==> src/hdl/fel_pkg.sv <==
package fel_pkg;

  // Volume type, as it appears on the fat_kind port.
  typedef enum logic [1:0] {
    KIND_FAT12 = 2'd0,
    KIND_FAT16 = 2'd1,
    KIND_FAT32 = 2'd2
  } fat_kind_t;

  // Configuration register indexes.
  localparam logic [2:0] REG_BYTES_PER_SECTOR    = 3'd0;
  localparam logic [2:0] REG_SECTORS_PER_CLUSTER = 3'd1;
  localparam logic [2:0] REG_RESERVED_SECTORS    = 3'd2;
  localparam logic [2:0] REG_FAT_COUNT           = 3'd3;
  localparam logic [2:0] REG_ROOT_ENTRIES        = 3'd4;
  localparam logic [2:0] REG_FAT_SIZE_SHORT      = 3'd5;
  localparam logic [2:0] REG_FAT_SIZE_LONG       = 3'd6;
  localparam logic [2:0] REG_TOTAL_SECTORS       = 3'd7;

  // Cluster count limits that pick the volume type.
  localparam logic [11:0] FAT12_MAX_CLUSTERS = 12'd4085;
  localparam logic [15:0] FAT16_MAX_CLUSTERS = 16'd65525;

  // End-of-chain thresholds and marks, and bad-cluster marks.
  localparam logic [27:0] EOC_THR_FAT12 = 28'h0000FF8;
  localparam logic [27:0] EOC_THR_FAT16 = 28'h000FFF8;
  localparam logic [27:0] EOC_THR_FAT32 = 28'hFFFFFF8;
  localparam logic [27:0] EOC_FAT12     = 28'h0000FFF;
  localparam logic [27:0] EOC_FAT16     = 28'h000FFFF;
  localparam logic [27:0] EOC_FAT32     = 28'hFFFFFFF;
  localparam logic [27:0] BAD_FAT12     = 28'h0000FF7;
  localparam logic [27:0] BAD_FAT16     = 28'h000FFF7;
  localparam logic [27:0] BAD_FAT32     = 28'hFFFFFF7;

  typedef struct packed {
    logic [12:0] bytes_per_sector;
    logic [7:0]  sectors_per_cluster;
    logic [15:0] reserved_sectors;
    logic [2:0]  fat_count;
    logic [15:0] root_entries;
    logic [15:0] fat_size_short;
    logic [31:0] fat_size_long;
    logic [31:0] total_sectors;
  } cfg_t;

endpackage

==> src/hdl/fel_cfg.sv <==
module fel_cfg (
  input  logic               clk,
  input  logic               rst,
  input  logic               cfg_we,
  input  logic [2:0]         cfg_index,
  input  logic [31:0]        cfg_data,
  output fel_pkg::cfg_t      cfg
);

  always_ff @(posedge clk) begin
    if (rst) begin
      cfg.bytes_per_sector    <= 13'd512;
      cfg.sectors_per_cluster <= 8'd4;
      cfg.reserved_sectors    <= 16'd1;
      cfg.fat_count           <= 3'd2;
      cfg.root_entries        <= 16'd512;
      cfg.fat_size_short      <= 16'd0;
      cfg.fat_size_long       <= 32'd0;
      cfg.total_sectors       <= 32'd0;
    end else if (cfg_we) begin
      case (cfg_index)
        fel_pkg::REG_BYTES_PER_SECTOR:    cfg.bytes_per_sector    <= cfg_data[12:0];
        fel_pkg::REG_SECTORS_PER_CLUSTER: cfg.sectors_per_cluster <= cfg_data[7:0];
        fel_pkg::REG_RESERVED_SECTORS:    cfg.reserved_sectors    <= cfg_data[15:0];
        fel_pkg::REG_FAT_COUNT:           cfg.fat_count           <= cfg_data[2:0];
        fel_pkg::REG_ROOT_ENTRIES:        cfg.root_entries        <= cfg_data[15:0];
        fel_pkg::REG_FAT_SIZE_SHORT:      cfg.fat_size_short      <= cfg_data[15:0];
        fel_pkg::REG_FAT_SIZE_LONG:       cfg.fat_size_long       <= cfg_data;
        fel_pkg::REG_TOTAL_SECTORS:       cfg.total_sectors       <= cfg_data;
        default: begin
        end
      endcase
    end
  end

endmodule

==> src/hdl/fel_div.sv <==
// Pipelined restoring divider: STEPS quotient bits per stage. The caller
// handles a zero divisor, for which the results here mean nothing.
module fel_div #(
  parameter int DW    = 22,
  parameter int VW    = 13,
  parameter int SW    = 8,
  parameter int STEPS = 8
) (
  input  logic          clk,
  input  logic          rst,
  input  logic          in_valid,
  input  logic [DW-1:0] dividend,
  input  logic [VW-1:0] divisor,
  input  logic [SW-1:0] side_in,
  output logic          out_valid,
  output logic [DW-1:0] quotient,
  output logic [VW-1:0] remainder,
  output logic [SW-1:0] side_out
);

  localparam int NSTG = (DW + STEPS - 1) / STEPS;

  logic [NSTG:0] vld;
  logic [VW-1:0] rem  [NSTG+1];
  logic [DW-1:0] work [NSTG+1];
  logic [SW-1:0] side [NSTG+1];

  assign vld[0]  = in_valid;
  assign rem[0]  = '0;
  assign work[0] = dividend;
  assign side[0] = side_in;

  for (genvar s = 0; s < NSTG; s++) begin : g_stage
    logic [VW:0]   t;
    logic [VW-1:0] r_c;
    logic [DW-1:0] w_c;

    always_comb begin
      t   = '0;
      r_c = rem[s];
      w_c = work[s];
      for (int k = 0; k < STEPS; k++) begin
        if (s * STEPS + k < DW) begin
          t   = {r_c, w_c[DW-1]};
          w_c = {w_c[DW-2:0], 1'b0};
          if (t >= {1'b0, divisor}) begin
            t      = t - {1'b0, divisor};
            w_c[0] = 1'b1;
          end
          r_c = t[VW-1:0];
        end
      end
    end

    always_ff @(posedge clk) begin
      if (rst) begin
        vld[s+1] <= 1'b0;
      end else begin
        vld[s+1] <= vld[s];
      end
    end

    always_ff @(posedge clk) begin
      rem[s+1]  <= r_c;
      work[s+1] <= w_c;
      side[s+1] <= side[s];
    end
  end

  assign out_valid = vld[NSTG];
  assign quotient  = work[NSTG];
  assign remainder = rem[NSTG];
  assign side_out  = side[NSTG];

endmodule

==> src/hdl/fat_entry_locator.sv <==
// FAT entry locator. Each transfer on start/cluster_index/fat_copy/
// entry_value yields exactly one result, shown on the result ports for one
// cycle while done is high; the receiver cannot hold results off, so it
// must take every done cycle. busy is never raised: a new item may be
// started in every cycle, and results come back in start order. The
// pipeline holds two pipelined dividers by bytes_per_sector: one for the
// root directory sector count, one for the entry's sector and byte
// offset. Configuration registers are read directly by every pipeline
// stage, so they must only be written while no item is in flight.
module fat_entry_locator #(
  parameter int DIV_STEPS = 8
) (
  input  logic        clk,
  input  logic        rst,
  input  logic        cfg_we,
  input  logic [2:0]  cfg_index,
  input  logic [31:0] cfg_data,
  input  logic        start,
  output logic        busy,
  input  logic [27:0] cluster_index,
  input  logic [1:0]  fat_copy,
  input  logic [27:0] entry_value,
  output logic        done,
  output logic [1:0]  fat_kind,
  output logic [31:0] entry_sector,
  output logic [11:0] entry_offset,
  output logic        odd_entry,
  output logic        spans_boundary,
  output logic [31:0] cluster_start_sector,
  output logic        chain_end,
  output logic [27:0] end_mark,
  output logic [27:0] bad_mark
);

  fel_pkg::cfg_t cfg;

  fel_cfg u_cfg (
    .clk       (clk),
    .rst       (rst),
    .cfg_we    (cfg_we),
    .cfg_index (cfg_index),
    .cfg_data  (cfg_data),
    .cfg       (cfg)
  );

  assign busy = 1'b0;

  // Values that depend on the configuration alone.
  logic [31:0] fatsz;
  logic        bps_zero;
  logic [21:0] root_bytes;
  logic [34:0] fat_region;
  logic [19:0] thr12;
  logic [23:0] thr16;

  assign fatsz      = (cfg.fat_size_short != 16'd0) ? {16'd0, cfg.fat_size_short}
                                                     : cfg.fat_size_long;
  assign bps_zero   = (cfg.bytes_per_sector == 13'd0);
  // Root directory bytes, rounded up by the sector size minus one.
  assign root_bytes = {1'b0, cfg.root_entries, 5'd0} + {9'd0, cfg.bytes_per_sector}
                      - 22'd1;
  assign fat_region = 35'(cfg.fat_count) * 35'(fatsz);
  // The cluster count is compared against the type limits by scaling the
  // limits by the cluster size instead of dividing the data sector count.
  assign thr12      = 20'(fel_pkg::FAT12_MAX_CLUSTERS) * 20'(cfg.sectors_per_cluster);
  assign thr16      = 24'(fel_pkg::FAT16_MAX_CLUSTERS) * 24'(cfg.sectors_per_cluster);

  // Divider A: root directory sectors. The item rides along as sideband.
  localparam int SA = 58;
  logic          a_valid;
  logic [21:0]   a_q;
  logic [12:0]   a_r;
  logic [SA-1:0] a_side;

  fel_div #(.DW(22), .VW(13), .SW(SA), .STEPS(DIV_STEPS)) u_div_root (
    .clk       (clk),
    .rst       (rst),
    .in_valid  (start),
    .dividend  (root_bytes),
    .divisor   (cfg.bytes_per_sector),
    .side_in   ({cluster_index, fat_copy, entry_value}),
    .out_valid (a_valid),
    .quotient  (a_q),
    .remainder (a_r),
    .side_out  (a_side)
  );

  // Stage 1: first data sector and the cluster's offset into the data area.
  logic        s1_valid;
  logic [34:0] s1_first_data;
  logic [31:0] s1_clus_off;
  logic [27:0] s1_n;
  logic [1:0]  s1_copy;
  logic [27:0] s1_val;
  logic [21:0] root_secs;
  logic [31:0] n_minus2;

  assign root_secs = bps_zero ? 22'd0 : a_q;
  assign n_minus2  = {4'd0, a_side[57:30]} - 32'd2;

  always_ff @(posedge clk) begin
    if (rst) begin
      s1_valid <= 1'b0;
    end else begin
      s1_valid <= a_valid;
    end
  end

  always_ff @(posedge clk) begin
    s1_first_data <= {19'd0, cfg.reserved_sectors} + fat_region + {13'd0, root_secs};
    s1_clus_off   <= 32'(n_minus2 * 32'(cfg.sectors_per_cluster));
    s1_n          <= a_side[57:30];
    s1_copy       <= a_side[29:28];
    s1_val        <= a_side[27:0];
  end

  // Stage 2: data sectors, volume type and the cluster's start sector.
  logic              s2_valid;
  fel_pkg::fat_kind_t s2_kind;
  logic [31:0]       s2_cluster_start;
  logic [27:0]       s2_n;
  logic [1:0]        s2_copy;
  logic [27:0]       s2_val;
  logic [31:0]       data_secs;
  fel_pkg::fat_kind_t kind_next;

  always_comb begin
    if ({3'd0, cfg.total_sectors} > s1_first_data) begin
      data_secs = cfg.total_sectors - s1_first_data[31:0];
    end else begin
      data_secs = 32'd0;
    end
    // A zero cluster size gives a cluster count of zero, so FAT12.
    if (cfg.sectors_per_cluster == 8'd0 || data_secs < {12'd0, thr12}) begin
      kind_next = fel_pkg::KIND_FAT12;
    end else if (data_secs < {8'd0, thr16}) begin
      kind_next = fel_pkg::KIND_FAT16;
    end else begin
      kind_next = fel_pkg::KIND_FAT32;
    end
  end

  always_ff @(posedge clk) begin
    if (rst) begin
      s2_valid <= 1'b0;
    end else begin
      s2_valid <= s1_valid;
    end
  end

  always_ff @(posedge clk) begin
    s2_kind          <= kind_next;
    s2_cluster_start <= s1_clus_off + s1_first_data[31:0];
    s2_n             <= s1_n;
    s2_copy          <= s1_copy;
    s2_val           <= s1_val;
  end

  // Byte offset of the entry in its FAT: 1.5, 2 or 4 bytes per cluster.
  logic [29:0] byte_off;

  always_comb begin
    case (s2_kind)
      fel_pkg::KIND_FAT12: byte_off = {2'd0, s2_n} + {3'd0, s2_n[27:1]};
      fel_pkg::KIND_FAT16: byte_off = {1'b0, s2_n, 1'b0};
      fel_pkg::KIND_FAT32: byte_off = {s2_n, 2'b00};
      default:             byte_off = {2'd0, s2_n};
    endcase
  end

  // Divider B: sector and byte offset of the entry.
  localparam int SB = 95;
  logic          b_valid;
  logic [29:0]   b_q;
  logic [12:0]   b_r;
  logic [SB-1:0] b_side;

  fel_div #(.DW(30), .VW(13), .SW(SB), .STEPS(DIV_STEPS)) u_div_entry (
    .clk       (clk),
    .rst       (rst),
    .in_valid  (s2_valid),
    .dividend  (byte_off),
    .divisor   (cfg.bytes_per_sector),
    .side_in   ({s2_kind, s2_n[0], s2_copy, s2_val, s2_cluster_start, byte_off}),
    .out_valid (b_valid),
    .quotient  (b_q),
    .remainder (b_r),
    .side_out  (b_side)
  );

  // Output stage.
  fel_pkg::fat_kind_t o_kind;
  logic              o_n0;
  logic [1:0]        o_copy;
  logic [27:0]       o_val;
  logic [31:0]       o_cs;
  logic [29:0]       o_boff;
  logic [29:0]       o_q;
  logic [11:0]       o_off;
  logic              o_span;
  logic              o_fat12;

  assign o_kind  = fel_pkg::fat_kind_t'(b_side[94:93]);
  assign o_n0    = b_side[92];
  assign o_copy  = b_side[91:90];
  assign o_val   = b_side[89:62];
  assign o_cs    = b_side[61:30];
  assign o_boff  = b_side[29:0];
  assign o_fat12 = (o_kind == fel_pkg::KIND_FAT12);

  // A zero sector size leaves the quotient at zero and the whole byte
  // offset as the remainder.
  assign o_q    = bps_zero ? 30'd0 : b_q;
  assign o_off  = bps_zero ? o_boff[11:0] : b_r[11:0];
  assign o_span = o_fat12 && !bps_zero && (b_r == cfg.bytes_per_sector - 13'd1);

  always_ff @(posedge clk) begin
    if (rst) begin
      done <= 1'b0;
    end else begin
      done <= b_valid;
    end
  end

  always_ff @(posedge clk) begin
    fat_kind             <= o_kind;
    entry_sector         <= 32'({2'd0, o_copy} * fatsz) + {16'd0, cfg.reserved_sectors}
                            + {2'd0, o_q};
    entry_offset         <= o_off;
    odd_entry            <= o_fat12 && o_n0;
    spans_boundary       <= o_span;
    cluster_start_sector <= o_cs;
    case (o_kind)
      fel_pkg::KIND_FAT12: begin
        chain_end <= (o_val >= fel_pkg::EOC_THR_FAT12);
        end_mark  <= fel_pkg::EOC_FAT12;
        bad_mark  <= fel_pkg::BAD_FAT12;
      end
      fel_pkg::KIND_FAT16: begin
        chain_end <= (o_val >= fel_pkg::EOC_THR_FAT16);
        end_mark  <= fel_pkg::EOC_FAT16;
        bad_mark  <= fel_pkg::BAD_FAT16;
      end
      default: begin
        chain_end <= (o_val >= fel_pkg::EOC_THR_FAT32);
        end_mark  <= fel_pkg::EOC_FAT32;
        bad_mark  <= fel_pkg::BAD_FAT32;
      end
    endcase
  end

endmodule

==> config.mk <==
export PLATFORM = sky130hd
export DESIGN_NAME = fat_entry_locator
export DESIGN_NICKNAME = d
export VERILOG_FILES = /design/src/hdl/fel_pkg.sv /design/src/hdl/fel_cfg.sv /design/src/hdl/fel_div.sv /design/src/hdl/fat_entry_locator.sv
export SDC_FILE = /design/constraint.sdc
export NUM_CORES = 2
export LEC_CHECK = 0
export ABC_AREA = 1
export BUFFER_PORTS_ARGS = -buffer_cell sky130_fd_sc_hd__buf_2
export CAP_MARGIN = 20
export CORE_UTILIZATION = 40
export CTS_CLUSTER_DIAMETER = 120
export DETAILED_ROUTE_END_ITERATION = 10
export PLACE_DENSITY = 0.67
export SLEW_MARGIN = 20
export SYNTH_ARGS = -nofsm -noshare
export SYNTH_HDL_FRONTEND = slang
export SYNTH_SLANG_ARGS = --single-unit
==> constraint.sdc <==
create_clock -name clk -period 33.7 [get_ports clk]
set_input_delay 0 -clock clk [delete_from_list [all_inputs] [get_ports clk]]
set_output_delay 0 -clock clk [all_outputs]
set_load 0.1 [all_outputs]
==> results.yml <==
outcome:
  status: "complete, but fails checks"
  violations: "design-rule violations"
drt:
  wire_per_inst_um: 16.4
  drc: 48
  wl_mm: 239
  vias_per_cell: 5.05
  drt_pass1_iterations: 9
  vias: 73872
  drt-initial-drc-count: 5395
  drtAntennaViolNets: 0
clock_network:
  clk_pin_slew_worst_paths_ns: 0.06
  clock-sinks: 1135
  hold_buffers: 191
  cts.htree.levels: 3
  cts_resized: 0
  cts_buffers: 115
  tritoncts: "built"
  cts-root-buf: "clkbuf_16"
  post_cts_buffers: 0
  clock_path_buffers: 3
  clock_latency_ns: 0.82
sta:
  rsz0062_at_grt: "no"
  max_freq_ghz: 0.0487
  finalHoldViolations: 0
  final-setup-viol-count: 0
  clock_skew_ns: 0.118
  setup_tns_ns: 0
  layout_min_cycle_time_ns: 20.52
  worst_slew_pin_slew_ns: 1.11
  layout_worst_path_cycle_share_pct: 60.9
  final-max-slew-violation-count: 0
  slew_headroom_pct: 25.2
synthesis:
  synthArstFlopShare_pct: 0
  synth_commonest_cells: "nand2_1, inv_1, dfxtp_1, ha_1, a21oi_1"
  synth_top_area_share_pct: 26.5
  yosysWarningCount: 0
  yosys-top-cells-area: "dfxtp_1, ha_1, nand2_1"
  synthMuxAreaShare_pct: 0.0248
  synth_compound_area_share_pct: 13.8
  ys_ff_latch: 1135
  ys_seq_area_share_pct: 26.5
  post-synth-top-count-cell: "nand2_1"
  netlist_area_um2: 85700
  synth_top_family_by_area: "adder cells"
  synthAdderAreaFrac_pct: 23.3
  synthDistinctLibCells: 72
  synth-edff-count: 0
  synth-simple-area-share_pct: 20.9
  synth_largest_area_cell: "dfxtp_1"
  synthCells: 11328
  ys.flop_type: "dfxtp_1"
  synth_xor_xnor_area_share_pct: 7.27
  synth_area_per_cell_um2: 7.56
floorplan:
  die_x_um: 465
  die-height_um: 465
  io_pins: 236
  rows: 169
  start_util_pct: 40.3
  dieArea_um2: 216000
  core_region_area_um2: 213000
worst_setup_path:
  crit_type: "reg2reg"
  worstPathArrival_ns: 21.23
  endpoint_kind: "flip-flop"
  reg2reg_from: "u_cfg.cfg[133]"
  path_common_cell: "nand2_1"
  slowest_stage: "o21ai_0"
  rrSetupSlack_ns: 13.18
  crit_path_start_kind: "flip-flop"
  critPathMaxFanout: 21
  max_stage_delay_ns: 0.57
  r2r_end: "u_div_root.rem[29]"
  r2r_cells: 102
  required_ns: 34.41
grt:
  track_usage_pct: 21.7
  grt_pass1_wl_mm: 375
  grt_max_degree: 93
  grt_pass1_vias: 69219
  globalRoute.totalOverflow: 0
  antenna_found_initial: 16
placed_design:
  dp_hpwl_mm: 187
  gp_congestion: 0.962
  portBuffers: 207
hold_path:
  hold_depth: 4
  whs_endpoint: "u_cfg.cfg[52]"
  hp-start: "cfg_data[20]"
  hp-class: "in2reg"
final_layout:
  syn2layout_area_growth_pct: 11.4
  layout-drive-gt1-share_pct: 6.42
  nets: 13162
job:
  cap_violations: 0
==> sequential cells by signal (all words and copies together) (netlist names), 19 cells and up <==
register,flops
u_div_entry.side,195
s1_clus_off,32
s2_cluster_start,32
s2_n,28
u_div_root.quotient,22
u_div_entry.work,19
s1_val,25
u_div_entry.g_stage.w_c,68
s1_n,28
u_div_root.rem,26
u_div_entry.side_out,74
entry_sector,32
u_div_root.g_stage.w_c,30
u_div_entry.rem,39
u_div_root.side,110
u_cfg.cfg,136
s2_val,25
u_div_root.side_out,55
s1_first_data,35
cluster_start_sector,32
u_div_entry.quotient,30
==> per-stage QoR <==
stage / setup WS (ns) / hold WS [ns] / utilization (%) / area (um^2) / cells
3_3_place_gp: 13.53 / 0.102 / 42.1 / 89500 / 14200
6_report: 13.18 / 0.0797 / 44.9 / 95400 / 14623
3_5_place_dp: 13.55 / 0.104 / 42.1 / 89500 / 14200
2_1_floorplan: 14.60 / 0.0277 / - / 85800 / 11351
4_1_cts: 13.51 / 0.00272 / 44.9 / 95400 / 14606
5_1_grt: 11.40 / 0.0747 / 44.9 / 95400 / 14618
==> cell families after synthesis <==
family,count (synthesis)
other,2
XOR/XNOR,711
AND/OR/NAND/NOR,4255
multiplexers,2
buffers and inverters,1743
flip-flops,1135
adder cells (fa/ha/maj),1378
AO/OA/AOI/OAI,2102
==> area by class of cell <==
type | instances | area, um^2
fill | 21239 | 117000
multi-input combinational | 8473 | 56000
sequential | 1135 | 22700
inverter | 1493 | 5630
tap | 2821 | 3530
timing repair buffer | 469 | 3480
clock buffer | 149 | 3210
clock inverter | 66 | 785
antenna | 17 | 42.5
==> layout by cell type, fill, tap and decap left out, drive strengths merged, types with 49 or more instances in the layout <==
cell / n
nor3: 67
ha: 1017
buf: 278
xor2: 432
clkbuf: 149
fa: 361
nand4: 117
o2111ai: 56
xnor2: 279
nand3: 475
nor2: 813
nand2: 2662
o21ai: 755
clkinv: 49
o21bai: 81
a21oi: 935
a31oi: 49
dfxtp: 1135
inv: 1491
or2: 64
dlygate4sd3: 191
==> worst max path at each step <==
stage / start / to / cells past startpoint
after floorplan: u_cfg.cfg[124] / u_div_root.rem[28] / 108
after global placement: u_cfg.cfg[133] / u_div_root.rem[36] / 102
after detailed placement: u_cfg.cfg[133] / u_div_root.rem[29] / 102
after CTS: u_cfg.cfg[133] / u_div_root.rem[36] / 102
after global routing: u_cfg.cfg[133] / u_div_root.rem[36] / 103
final: u_cfg.cfg[133] / u_div_root.rem[29] / 102
==> worst max-delay path, delay by kind of cell (launching register included) <==
family,cells,cell delay [ns]
AOI/OAI and AO/OA,35,8.09
adders and majority gates,10,3.65
buffers and inverters,16,2.77
DFF,1,0.44
and+or+nand+nor,41,5.48
==> layer usage <==
| metal | up-vias | global-route usage, % | wire [um] |
|---|---|---|---|
| met3 | 388 | 2.74 | 13300 |
| met5 | - | 0 | 20 |
| met2 | 1879 | 35.4 | 107000 |
| li1 | 37695 | - | - |
| met4 | 2 | 9.30 | 10800 |
| met1 | 33908 | 28.8 | 108000 |
Power is not shown: default switching activity piles up to over one toggle a cycle in this logic, so the estimate is an artifact.
